===== src/rtl/core/bdq_pkg.sv =====
// ----------------------------------------------------------------------------
// bdq_pkg
// Shared types and codes for the bounded double-ended queue with search.
// ----------------------------------------------------------------------------
package bdq_pkg;

	localparam int unsigned DEPTH_DEF = 16;

	localparam logic [2:0] MODE_PUSH_FRONT = 3'd0;
	localparam logic [2:0] MODE_PUSH_BACK  = 3'd1;
	localparam logic [2:0] MODE_POP_FRONT  = 3'd2;
	localparam logic [2:0] MODE_POP_BACK   = 3'd3;
	localparam logic [2:0] MODE_SEARCH     = 3'd4;

	localparam logic [1:0] STATUS_OK    = 2'd0;
	localparam logic [1:0] STATUS_EMPTY = 2'd1;
	localparam logic [1:0] STATUS_FULL  = 2'd2;

	typedef struct packed {
		logic signed [31:0] value_out;
		logic               found;
		logic [3:0]         position;
		logic [1:0]         status;
		logic [4:0]         occupancy;
	} bdq_res_t;

	typedef enum logic [3:0] {
		S_IDLE = 4'b0001,
		S_RD   = 4'b0010,
		S_SRCH = 4'b0100,
		S_DONE = 4'b1000
	} bdq_state_t;

endpackage


===== src/rtl/core/bdq_req_if.sv =====
// ----------------------------------------------------------------------------
// bdq_req_if
// Request channel: operation mode and operand value, valid/ready handshake.
// ----------------------------------------------------------------------------
interface bdq_req_if;
	logic               valid;
	logic               ready;
	logic [2:0]         mode;
	logic signed [31:0] value_in;

	modport source (output valid, output mode, output value_in, input ready);
	modport sink (input valid, input mode, input value_in, output ready);
endinterface


===== src/rtl/core/bdq_rsp_if.sv =====
// ----------------------------------------------------------------------------
// bdq_rsp_if
// Result channel: popped value, search outcome, status and occupancy.
// ----------------------------------------------------------------------------
interface bdq_rsp_if;
	logic               valid;
	logic               ready;
	logic signed [31:0] value_out;
	logic               found;
	logic [3:0]         position;
	logic [1:0]         status;
	logic [4:0]         occupancy;

	modport source (output valid, output value_out, output found, output position,
		output status, output occupancy, input ready);
	modport sink (input valid, input value_out, input found, input position,
		input status, input occupancy, output ready);
endinterface


===== src/rtl/core/bdq_ram.sv =====
// ----------------------------------------------------------------------------
// bdq_ram
// Entry store: one write port, one read port with registered read data.
// ----------------------------------------------------------------------------
module bdq_ram #(
	parameter int unsigned DEPTH = bdq_pkg::DEPTH_DEF
) (
	input  logic                       clk,
	input  logic                       we,
	input  logic [$clog2(DEPTH)-1:0]   waddr,
	input  logic signed [31:0]         wdata,
	input  logic                       re,
	input  logic [$clog2(DEPTH)-1:0]   raddr,
	output logic signed [31:0]         rdata
);
	logic signed [31:0] mem_q [DEPTH];

	always_ff @(posedge clk) begin
		if (we) begin
			mem_q[waddr] <= wdata;
		end
	end

	always_ff @(posedge clk) begin
		if (re) begin
			rdata <= mem_q[raddr];
		end
	end
endmodule


===== src/rtl/core/bounded_deque_with_search_core.sv =====
// ----------------------------------------------------------------------------
// bounded_deque_with_search_core
// Double-ended queue of signed 32-bit values in a ring store, with search.
// ----------------------------------------------------------------------------
// One request at a time. A push goes from acceptance to S_DONE, a pop
// through S_RD to capture the read data, and a search runs in S_SRCH
// until a hit or the last compare (an empty deque is not scanned): the
// single read port of the entry store is walked one entry per cycle from
// the front, with the equality compare on the registered read data in the
// cycle after the read. A request is taken while an earlier result still
// waits on the output register; the new result is loaded once that one has
// gone. Out-of-range modes return zeros with the current occupancy. For
// DEPTH above 16 position and occupancy carry their low 4 and 5 bits only.
module bounded_deque_with_search_core #(
	parameter int unsigned DEPTH = bdq_pkg::DEPTH_DEF
) (
	input  logic        clk,
	input  logic        arst_n,
	bdq_req_if.sink     req,
	bdq_rsp_if.source   rsp
);
	import bdq_pkg::*;

	localparam int unsigned IW = $clog2(DEPTH);
	localparam int unsigned CW = $clog2(DEPTH + 1);
	localparam logic [IW:0]   DEPTH_W = (IW + 1)'(DEPTH);
	localparam logic [IW-1:0] LAST_IDX = IW'(DEPTH - 1);
	localparam logic [CW-1:0] FULL_CNT = CW'(DEPTH);

	bdq_state_t         state_q;
	logic [IW-1:0]      front_q;
	logic [CW-1:0]      count_q;
	logic [CW-1:0]      scan_q;
	logic               cmp_v_q;
	logic [IW-1:0]      cmp_off_q;
	logic signed [31:0] key_q;
	bdq_res_t           res_q;
	bdq_res_t           out_q;
	logic               out_v_q;

	logic               accept;
	logic               full;
	logic               empty;
	logic [CW-1:0]      cnt_m1;
	logic [IW-1:0]      off_sel;
	logic [IW:0]        sum;
	logic [IW-1:0]      slot;
	logic [IW-1:0]      front_dec;
	logic [IW-1:0]      front_inc;
	logic               scan_more;
	logic               hit;
	logic               last_cmp;
	logic               we;
	logic [IW-1:0]      waddr;
	logic               re;
	logic signed [31:0] rdata;
	logic [IW+3:0]      pos_ext;
	logic [CW+4:0]      occ_ext;
	logic               out_free;
	logic [1:0]         acc_status;
	bdq_res_t           res_fin;

	assign req.ready = (state_q == S_IDLE);
	assign accept    = req.valid && req.ready;
	assign full      = (count_q == FULL_CNT);
	assign empty     = (count_q == '0);
	assign cnt_m1    = count_q - 1'b1;
	assign scan_more = (scan_q < count_q);
	assign out_free  = !out_v_q || rsp.ready;

	// shared ring address unit: front + offset, wrapped at DEPTH
	always_comb begin
		off_sel = '0;
		if (state_q == S_SRCH) begin
			off_sel = scan_q[IW-1:0];
		end else if (req.mode == MODE_PUSH_BACK) begin
			off_sel = count_q[IW-1:0];
		end else if (req.mode == MODE_POP_BACK) begin
			off_sel = cnt_m1[IW-1:0];
		end
	end

	assign sum  = {1'b0, front_q} + {1'b0, off_sel};
	assign slot = (sum >= DEPTH_W) ? IW'(sum - DEPTH_W) : sum[IW-1:0];

	assign front_dec = (front_q == '0) ? LAST_IDX : front_q - 1'b1;
	assign front_inc = (front_q == LAST_IDX) ? '0 : front_q + 1'b1;

	assign we    = accept && !full
		&& (req.mode == MODE_PUSH_FRONT || req.mode == MODE_PUSH_BACK);
	assign waddr = (req.mode == MODE_PUSH_FRONT) ? front_dec : slot;
	assign re    = (accept && !empty
		&& (req.mode == MODE_POP_FRONT || req.mode == MODE_POP_BACK))
		|| (state_q == S_SRCH && scan_more);

	bdq_ram #(.DEPTH(DEPTH)) u_ram (
		.clk   (clk),
		.we    (we),
		.waddr (waddr),
		.wdata (req.value_in),
		.re    (re),
		.raddr (slot),
		.rdata (rdata)
	);

	assign hit      = cmp_v_q && (rdata == key_q);
	assign last_cmp = cmp_v_q && (cmp_off_q == cnt_m1[IW-1:0]);
	assign pos_ext  = {4'b0, cmp_off_q};
	assign occ_ext  = {5'b0, count_q};

	always_comb begin
		acc_status = STATUS_OK;
		if (full && (req.mode == MODE_PUSH_FRONT || req.mode == MODE_PUSH_BACK)) begin
			acc_status = STATUS_FULL;
		end else if (empty && (req.mode == MODE_POP_FRONT || req.mode == MODE_POP_BACK)) begin
			acc_status = STATUS_EMPTY;
		end
	end

	always_comb begin
		res_fin           = res_q;
		res_fin.occupancy = occ_ext[4:0];
	end

	// sequencer and queue pointers
	always_ff @(posedge clk or negedge arst_n) begin
		if (!arst_n) begin
			state_q <= S_IDLE;
			front_q <= '0;
			count_q <= '0;
			scan_q  <= '0;
			cmp_v_q <= 1'b0;
			out_v_q <= 1'b0;
		end else begin
			unique case (state_q)
				S_IDLE: begin
					if (accept) begin
						state_q <= S_DONE;
						unique case (req.mode)
							MODE_PUSH_FRONT: begin
								if (!full) begin
									front_q <= front_dec;
									count_q <= count_q + 1'b1;
								end
							end
							MODE_PUSH_BACK: begin
								if (!full) begin
									count_q <= count_q + 1'b1;
								end
							end
							MODE_POP_FRONT: begin
								if (!empty) begin
									front_q <= front_inc;
									count_q <= cnt_m1;
									state_q <= S_RD;
								end
							end
							MODE_POP_BACK: begin
								if (!empty) begin
									count_q <= cnt_m1;
									state_q <= S_RD;
								end
							end
							MODE_SEARCH: begin
								if (!empty) begin
									scan_q  <= '0;
									cmp_v_q <= 1'b0;
									state_q <= S_SRCH;
								end
							end
							default: begin
							end
						endcase
					end
				end
				S_RD: begin
					state_q <= S_DONE;
				end
				S_SRCH: begin
					if (scan_more) begin
						scan_q  <= scan_q + 1'b1;
						cmp_v_q <= 1'b1;
					end else begin
						cmp_v_q <= 1'b0;
					end
					if (hit || last_cmp) begin
						state_q <= S_DONE;
					end
				end
				S_DONE: begin
					if (out_free) begin
						state_q <= S_IDLE;
					end
				end
				default: begin
					state_q <= S_IDLE;
				end
			endcase
			if (state_q == S_DONE && out_free) begin
				out_v_q <= 1'b1;
			end else if (rsp.ready) begin
				out_v_q <= 1'b0;
			end
		end
	end

	// result payload
	always_ff @(posedge clk) begin
		if (accept) begin
			key_q           <= req.value_in;
			res_q.value_out <= '0;
			res_q.found     <= 1'b0;
			res_q.position  <= '0;
			res_q.status    <= acc_status;
			res_q.occupancy <= '0;
		end
		if (state_q == S_RD) begin
			res_q.value_out <= rdata;
		end
		if (state_q == S_SRCH) begin
			if (scan_more) begin
				cmp_off_q <= scan_q[IW-1:0];
			end
			if (hit) begin
				res_q.found    <= 1'b1;
				res_q.position <= pos_ext[3:0];
			end
		end
		if (state_q == S_DONE && out_free) begin
			out_q <= res_fin;
		end
	end

	assign rsp.valid     = out_v_q;
	assign rsp.value_out = out_q.value_out;
	assign rsp.found     = out_q.found;
	assign rsp.position  = out_q.position;
	assign rsp.status    = out_q.status;
	assign rsp.occupancy = out_q.occupancy;
endmodule


===== src/flat_wrapper.sv =====
// flat-port wrapper written by rule: the top's interface ports become plain ports
module bounded_deque_with_search_core_flat import bdq_pkg::*;
#(
	parameter int unsigned DEPTH = bdq_pkg::DEPTH_DEF
)
  (clk, arst_n, req_valid, req_mode, req_value_in, req_ready, rsp_valid, rsp_value_out, rsp_found, rsp_position, rsp_status, rsp_occupancy, rsp_ready);
  bdq_req_if req_i ();
  bdq_rsp_if rsp_i ();
  input  logic clk;
  input  logic arst_n;
  input wire logic [$bits(req_i.valid)-1:0] req_valid;
  input wire logic [$bits(req_i.mode)-1:0] req_mode;
  input wire logic [$bits(req_i.value_in)-1:0] req_value_in;
  output wire logic [$bits(req_i.ready)-1:0] req_ready;
  output wire logic [$bits(rsp_i.valid)-1:0] rsp_valid;
  output wire logic [$bits(rsp_i.value_out)-1:0] rsp_value_out;
  output wire logic [$bits(rsp_i.found)-1:0] rsp_found;
  output wire logic [$bits(rsp_i.position)-1:0] rsp_position;
  output wire logic [$bits(rsp_i.status)-1:0] rsp_status;
  output wire logic [$bits(rsp_i.occupancy)-1:0] rsp_occupancy;
  input wire logic [$bits(rsp_i.ready)-1:0] rsp_ready;
  assign req_i.valid = req_valid;
  assign req_i.mode = req_mode;
  assign req_i.value_in = req_value_in;
  assign req_ready = req_i.ready;
  assign rsp_valid = rsp_i.valid;
  assign rsp_value_out = rsp_i.value_out;
  assign rsp_found = rsp_i.found;
  assign rsp_position = rsp_i.position;
  assign rsp_status = rsp_i.status;
  assign rsp_occupancy = rsp_i.occupancy;
  assign rsp_i.ready = rsp_ready;
  bounded_deque_with_search_core #(.DEPTH(DEPTH)) u_core (.clk(clk), .arst_n(arst_n), .req(req_i), .rsp(rsp_i));
endmodule

===== config.mk =====
export PLATFORM = sky130hd
export DESIGN_NAME = bounded_deque_with_search_core_flat
export DESIGN_NICKNAME = d
export VERILOG_FILES = /design/src/rtl/core/bdq_pkg.sv /design/src/rtl/core/bdq_req_if.sv /design/src/rtl/core/bdq_rsp_if.sv /design/src/rtl/core/bdq_ram.sv /design/src/rtl/core/bounded_deque_with_search_core.sv /design/src/flat_wrapper.sv
export SDC_FILE = /design/constraint.sdc
export NUM_CORES = 1
export LEC_CHECK = 0
export BUFFER_PORTS_ARGS = -buffer_cell sky130_fd_sc_hd__buf_2
export CORE_UTILIZATION = 50
export CTS_BUF_LIST = sky130_fd_sc_hd__clkbuf_8
export DETAILED_ROUTE_END_ITERATION = 6
export PLACE_DENSITY = 0.72
export SYNTH_ARGS = -nofsm -noshare
export SYNTH_HDL_FRONTEND = slang
export SYNTH_SLANG_ARGS = --single-unit

===== constraint.sdc =====
create_clock -name clk -period 4.54 [get_ports clk]
set_clock_uncertainty 0.1 [all_clocks]
set_input_delay 0.227 -clock clk [delete_from_list [all_inputs] [get_ports clk]]
set_output_delay 0.227 -clock clk [all_outputs]
set_load 0.02 [all_outputs]

; Yosys cells after proc, flatten, opt, wreduce, memory -nomap -nowiden
; Memories as Yosys holds them, arrays and structs flattened. A register that Yosys moved wholly into a read port is not among the register bits.
; Cells that the tools add are included.
[totals]
out_inout_bits = 46
input_bits = 39
ram_bits = 512
register_bits = 139
wordCells = 124
mem_count = 1
[memory_table]
columns = memory, words, width, read_ports, rd_ports_with_merged_regs, wr, line_no
row1 = u_core.u_ram.mem_q, 16, 32, 1, 1, 1, bdq_ram.sv:16  ; logic signed [31:0] mem_q [DEPTH];
[classes]
n_addsub = 7
reduce_logical = 35
order_cmp = 2
n_eq_ne = 22
n_mux = 40
[ops]
columns = op, count
row1 = $mux W4, 14
row2 = $mux W44, 1
row3 = $mux W5, 8
row4 = $eq A32 B32 Y1, 1
row5 = $mux W32, 1
row6 = $pmux W5 S2, 2
row7 = $pmux W4 S2, 2
row8 = $pmux W4 S4, 1
row9 = $reduce_and A5 Y1, 3
row10 = $ne A2 B2 Y1 const B, 7
row11 = $logic_and A1 B1 Y1, 11
row12 = $add A5 B1 Y5 const B, 2
row13 = $reduce_bool A2 Y1, 5
row14 = $mux W1, 9
row15 = $eq A4 B4 Y1 const B, 2
row16 = $sub A4 B1 Y4 const B, 2
row17 = $eq A3 B2 Y1 const B, 2
row18 = $ne A2 B1 Y1 const B, 3
row19 = $add A4 B4 Y5, 1
row20 = $eq A5 B5 Y1 const B, 1
row21 = $ge A5 B5 Y1 const B, 1
row22 = $logic_not A5 Y1, 1
row23 = $logic_or A1 B1 Y1, 5
row24 = $lt A5 B5 Y1, 1
row25 = other kinds (17), 20

; Logic depth before layout (Yosys ltp)
[logic_depth]
word_depth = 8
mapped_depth = 14
mapped_depth_nobuf = 12

; Hierarchy
; A second synthesis with hierarchy kept.
[hier_totals]
hier_cells = 1253
area_unflattened_um2 = 25994.9
[by_module_without_submodules]
columns = mod, instances, area_per_inst_um2, cells_each
row1 = bdq_ram, 1, 20155.6, 838
row2 = bounded_deque_with_search_core, 1, 5839.4, 415

; Least setup slack after synthesis
; No wires, ideal clock.
[synth_path]
kind = register -> register
start = register u_core.state_q[1]
end = memory u_core.u_ram.mem_q[4][0], enable pin
path_slack_ns = -0.355
path_stages_with_launch = 13
t_required_ns = 4.019
setup_ns = 0.421
arrival_ns = 4.373
path_cell_list = dfrtp_1 -> nor4b_4 -> clkbuf_1 -> nand2_1 -> o31ai_1 -> ha_1 -> inv_1 -> fa_1 -> xnor2_1 -> clkbuf_1 -> clkbuf_1 -> a32oi_1 -> nor2_1
[synth_between]
elab_chain_cells = 6
[synth_rtl]
columns = item, line_no
row1 = "start, declared", bounded_deque_with_search_core.sv:30  ; bdq_state_t state_q;
row2 = "start signal, assigned", bounded_deque_with_search_core.sv:128  ; state_q <= S_IDLE;
row3 = "start signal, assigned", bounded_deque_with_search_core.sv:138  ; state_q <= S_DONE;
row4 = "start signal, assigned", bounded_deque_with_search_core.sv:155  ; state_q <= S_RD;
row5 = $eq A4 B3 Y1 or $eq A4 B1 Y1 (tied branches), "bounded_deque_with_search_core.sv:74, bounded_deque_with_search_core.sv:63"
row6 = $mux W4 or $logic_and A1 B1 Y1 (tied branches), "bounded_deque_with_search_core.sv:74, bounded_deque_with_search_core.sv:64"
row7 = $add A4 B4 Y5 or $logic_and A1 B1 Y1 (tied branches), "bounded_deque_with_search_core.sv:83, bounded_deque_with_search_core.sv:89"
row8 = "$sub A4 B1 Y4, or another cell as far along", bounded_deque_with_search_core.sv:84  ; assign slot = (sum >= DEPTH_W) ? IW'(sum - DEPTH_W) : sum[IW-1:0];
row9 = $mux W4 or $mux W1 (tied branches), "bounded_deque_with_search_core.sv:84, bdq_ram.sv:19"
row10 = $mux W4 or $mux W1 (tied branches), "bounded_deque_with_search_core.sv:91, bdq_ram.sv:20"
row11 = "end, declared", bdq_ram.sv:16
; Several ways; a longest one is shown, not always the timed one.

; Final worst setup path
[layout_path]
start = register u_core.count_q[1]
end = memory u_core.u_ram.mem_q[8][7], enable pin
[layout_between]
elab_chain_cells = 8
[layout_rtl]
columns = item, line_no
row1 = "start, declared", bounded_deque_with_search_core.sv:32  ; logic [CW-1:0] count_q;
row2 = "start signal, assigned", bounded_deque_with_search_core.sv:143  ; count_q <= count_q + 1'b1;
row3 = "start signal, assigned", bounded_deque_with_search_core.sv:148  ; count_q <= count_q + 1'b1;
row4 = "start signal, assigned", bounded_deque_with_search_core.sv:154  ; count_q <= cnt_m1;
row5 = $sub A5 B1 Y5, bounded_deque_with_search_core.sv:67  ; assign cnt_m1 = count_q - 1'b1;
row6 = $mux W4, bounded_deque_with_search_core.sv:78  ; end else if (req.mode == MODE_POP_BACK) begin
row7 = $mux W4, bounded_deque_with_search_core.sv:76  ; end else if (req.mode == MODE_PUSH_BACK) begin
row8 = $mux W4, bounded_deque_with_search_core.sv:74  ; if (state_q == S_SRCH) begin
row9 = $add A4 B4 Y5, bounded_deque_with_search_core.sv:83  ; assign sum = {1'b0, front_q} + {1'b0, off_sel};
row10 = $sub A4 B1 Y4 or $ge A5 B5 Y1 (tied branches), bounded_deque_with_search_core.sv:84
row11 = $mux W4, bounded_deque_with_search_core.sv:84
row12 = $mux W4, bounded_deque_with_search_core.sv:91  ; assign waddr = (req.mode == MODE_PUSH_FRONT) ? front_dec : slot;
; Several ways; a longest one is shown, not always the timed one.

==> reports/qor.yml <==
outcome: "completed"
reg2reg_from: "u_core.count_q[1]"
numPortBuffers: 84
report.final.setup_viol: 0
cts_tree: "done"
worst-slew-pin-transition_ns: 1.15
synth_flop_cell: "edfxtp_1"
synth_top_family_by_area: "multiplexers"
clk_path_buf_depth: 3
fin_hold_ws_ns: 0.123
die-area_mm2: 0.0538
start_util: 0.511
first_pass_iters: 6
finalSetupTns_ns: 0
cp-start-kind: "flip-flop"
cts_root_buffer: "clkbuf_8"
syn_nets: 1431
postCtsSetupRepairBufs: 0
final.period_utilization: 0.921
dp_cells: 2135
grt-busiest-layer: "met2"
yosysSeqAreaShare: 0.769
nets: 1656
multi_input_area_mm2: 0.00598
rr_endpoint: "u_core.u_ram.mem_q[8][7]"
syn_area_mm2: 0.0265
avgSynthCellArea_um2: 19.2
cp-startpoint: "u_core.count_q[1]"
hold_class: "in -> reg"
grtUsageTotal: 0.224
place_congestion: 0.865
fp.dieW_um: 232
muxShareOfSynthArea: 0.112
syn_inst: 1377
rrSetupSlack_ns: 0.36
via_count: 13681
grt_pass1_wl_um: 87200
grt_antenna_before_repair: 0
htree_levels: 3
drive_above_1_share: 0.256
ys_ff_latch: 683
drc: 0
clock_latency_ns: 0.70
slew_viol_final: 0
synth_warnings: 0
dpl_cell_area_mm2: 0.0282
cts_buffers: 105
cts.clk_slew.worst_paths_ns: 0.06
wl_per_cell_um: 24.8
yosys.area_share.simple: 0.0579
seqCellArea_mm2: 0.0204
cellPowerDensity_mw_per_mm2: 617
synthAdderAreaFrac: 0.00738
clock_sinks: 683
dp_worst_setup_slack_ns: 0.211
endpoint: "u_core.u_ram.mem_q[8][7]"
r2r_cells: 11
via_per_inst: 5.79
fmax_mhz: 239
fin_cells: 2361
cp.required_ns: 4.79
worst_setup_path_end_kind: "flip-flop"
vdd_drop_max_mv: 0.488
fin_ws_ns: 0.357
postRouteAntennaNets: 0
synth_cell_types: 57
grtUsageMet1: 0.315
crit_path_max_fanout: 19
synth_xor_area_frac: 0.0175
final-hold-violation-count: 0
power.leakage_nw: 10.3
cp.arrival_ns: 4.43
synth_compound_area_frac: 0.0227
fillers: 3759
maxCapViolations: 0
dp_hpwl_um: 35000
die_height_um: 232
num_rows: 83
path_class: "reg -> reg"
core_mm2: 0.0518
grtUsageMet2: 0.350
period_minus_slack_ns: 4.18
synth-edff-count: 658
rsz0062_at_grt: "false"
grt_max_degree: 59
utilization: 0.588
grt_pass1_vias: 14143
fin_area_mm2: 0.0305
routed_wl_um: 58500
ios: 85
grt_overflow: 0
syn2layout_area_growth_pct: 15.1
async_reset_ff_frac: 0.0293
power.total_mw: 18.8
use_met3: 0.0442
drt_iter0_markers: 1350
slew_headroom: 0.231
-- worst max-delay path, cell delays in order (launching register included) --
cell,delay [ns]
dfrtp_1,0.47
inv_1,0.12
ha_1,0.33
mux2_2,0.28
o31ai_1,0.31
inv_1,0.11
fa_4,0.86
a21oi_1,0.09
nor2_1,0.23
nand2_1,0.33
nor2_4,0.19
buf_4,0.40
-- kinds of logic after synthesis --
family          count (synthesis)
fa+ha+maj                      15
compound gates                 93
simple gates                  316
xor+xnor                       52
buf+inv                        82
flops                         683
mux                           136
-- Yosys cell counts (2+ instances only) --
cell | count | area (µm²)
nor2_1 | 31 | 116
a211oi_1 | 2 | 15.0
dfxtp_1 | 5 | 100
clkbuf_1 | 40 | 150
buf_4 | 2 | 15.0
edfxtp_1 | 658 | 19800
buf_2 | 17 | 85.1
a21oi_1 | 13 | 65.1
nor3_1 | 6 | 30.0
xnor2_1 | 45 | 394
and2_1 | 33 | 206
clkbuf_2 | 3 | 15.0
mux4_2 | 128 | 2880
nand3_1 | 7 | 35.0
dfrtp_1 | 19 | 475
a22oi_1 | 2 | 15.0
nand2_1 | 169 | 634
nor4b_1 | 2 | 17.5
o31a_1 | 2 | 17.5
ha_1 | 14 | 175
or2_2 | 3 | 18.8
o21ai_0 | 16 | 80.1
nand2b_1 | 5 | 31.3
xor2_1 | 6 | 52.6
nand4_1 | 10 | 62.6
and3_1 | 33 | 206
a32oi_1 | 2 | 17.5
nor2b_1 | 5 | 31.3
a22o_1 | 3 | 26.3
mux2_2 | 3 | 33.8
o22ai_1 | 3 | 18.8
o31ai_1 | 6 | 45.0
inv_1 | 19 | 71.3
a31oi_1 | 33 | 206
nor4b_4 | 2 | 47.6
nor3b_1 | 3 | 22.5
a21o_1 | 3 | 22.5
mux2i_1 | 5 | 50.1
-- cell type report --
type,instances,share of cell area
inverter,20,0.00246
clock buffer,106,0.0479
multi-input combinational,612,0.196
clock inverter,79,0.0127
timing repair buffer,180,0.0439
antenna,1,0.0000822
tap,680,0.0279
sequential,683,0.669
-- where the power goes --
part | internal [mW] | total (mW) | leakage, nW | switching [mW]
Combinational | 2.73 | 6.39 | 2.93 | 3.67
Clock | 2.27 | 4.56 | 1.06 | 2.29
Sequential | 7.58 | 7.84 | 6.26 | 0.261
-- how the worst min path moves through the flow --
stage / end / depth (start not counted) / startpoint / slack, ns
2_1_floorplan: u_core.cmp_v_q / 0 / arst_n / -0.17
3_3_place_gp: u_core.count_q[3] / 1 / arst_n / 0.11
3_5_place_dp: u_core.count_q[1] / 1 / arst_n / 0.13
4_1_cts: u_core.state_q[1] / 3 / req_mode[1] / 0.06
5_1_grt: u_core.state_q[1] / 3 / req_mode[1] / 0.14
6_report: u_core.state_q[1] / 3 / req_mode[1] / 0.12
-- registers in the layout, summed over array words and instances (netlist names) --
register              cells
u_core.scan_q             5
u_core.rsp.position       4
u_core.u_ram.rdata       32
u_core.cmp_v_q            1
u_core.rsp.status         2
u_core.key_q             32
u_core.cmp_off_q          4
u_core.state_q            4
u_core.count_q            5
u_core.res_fin           39
u_core.rsp.occupancy      5
u_core.rsp.found          1
u_core.rsp.value_out     32
u_core.u_ram.mem_q      512
u_core.front_q            4
u_core.rsp.valid          1
-- layout by cell type, fill, tap and decap left out, types with 6 or more instances in the layout --
cell           Yosys  final
a21oi_1           13     13
a31oi_1           33     33
and2_1            33     33
and3_1            33     33
buf_12             0      7
buf_2             17     84
buf_4              2     47
clkbuf_8           0    106
clkinv_1           1     33
clkinv_2           0      6
dfrtp_1           19     19
dlygate4sd3_1      0     40
edfxtp_1         658    658
ha_1              14     13
inv_1             19     53
mux4_2           128    128
nand2_1          169    168
nand3_1            7      7
nand4_1           10     10
nor2_1            31     14
nor2_4             1     18
nor3_1             6      6
o21ai_0           16     16
xnor2_1           45     44
-- layer usage --
layer,vias up,share of wire
li1,5919,-
met1,7055,0.42
met2,604,0.48
met3,103,0.072
met4,0,0.026
met5,-,0
-- timing repair --
| item | CTS | global route |
|---|---|---|
| hold endpoints to repair | 577 | 0 |
| hold buffers | 40 | 0 |
| resized for setup | 0 | 4 |
| endpoints found under the setup margin | 0 | 125 |
(Power assumes the default switching activity.)
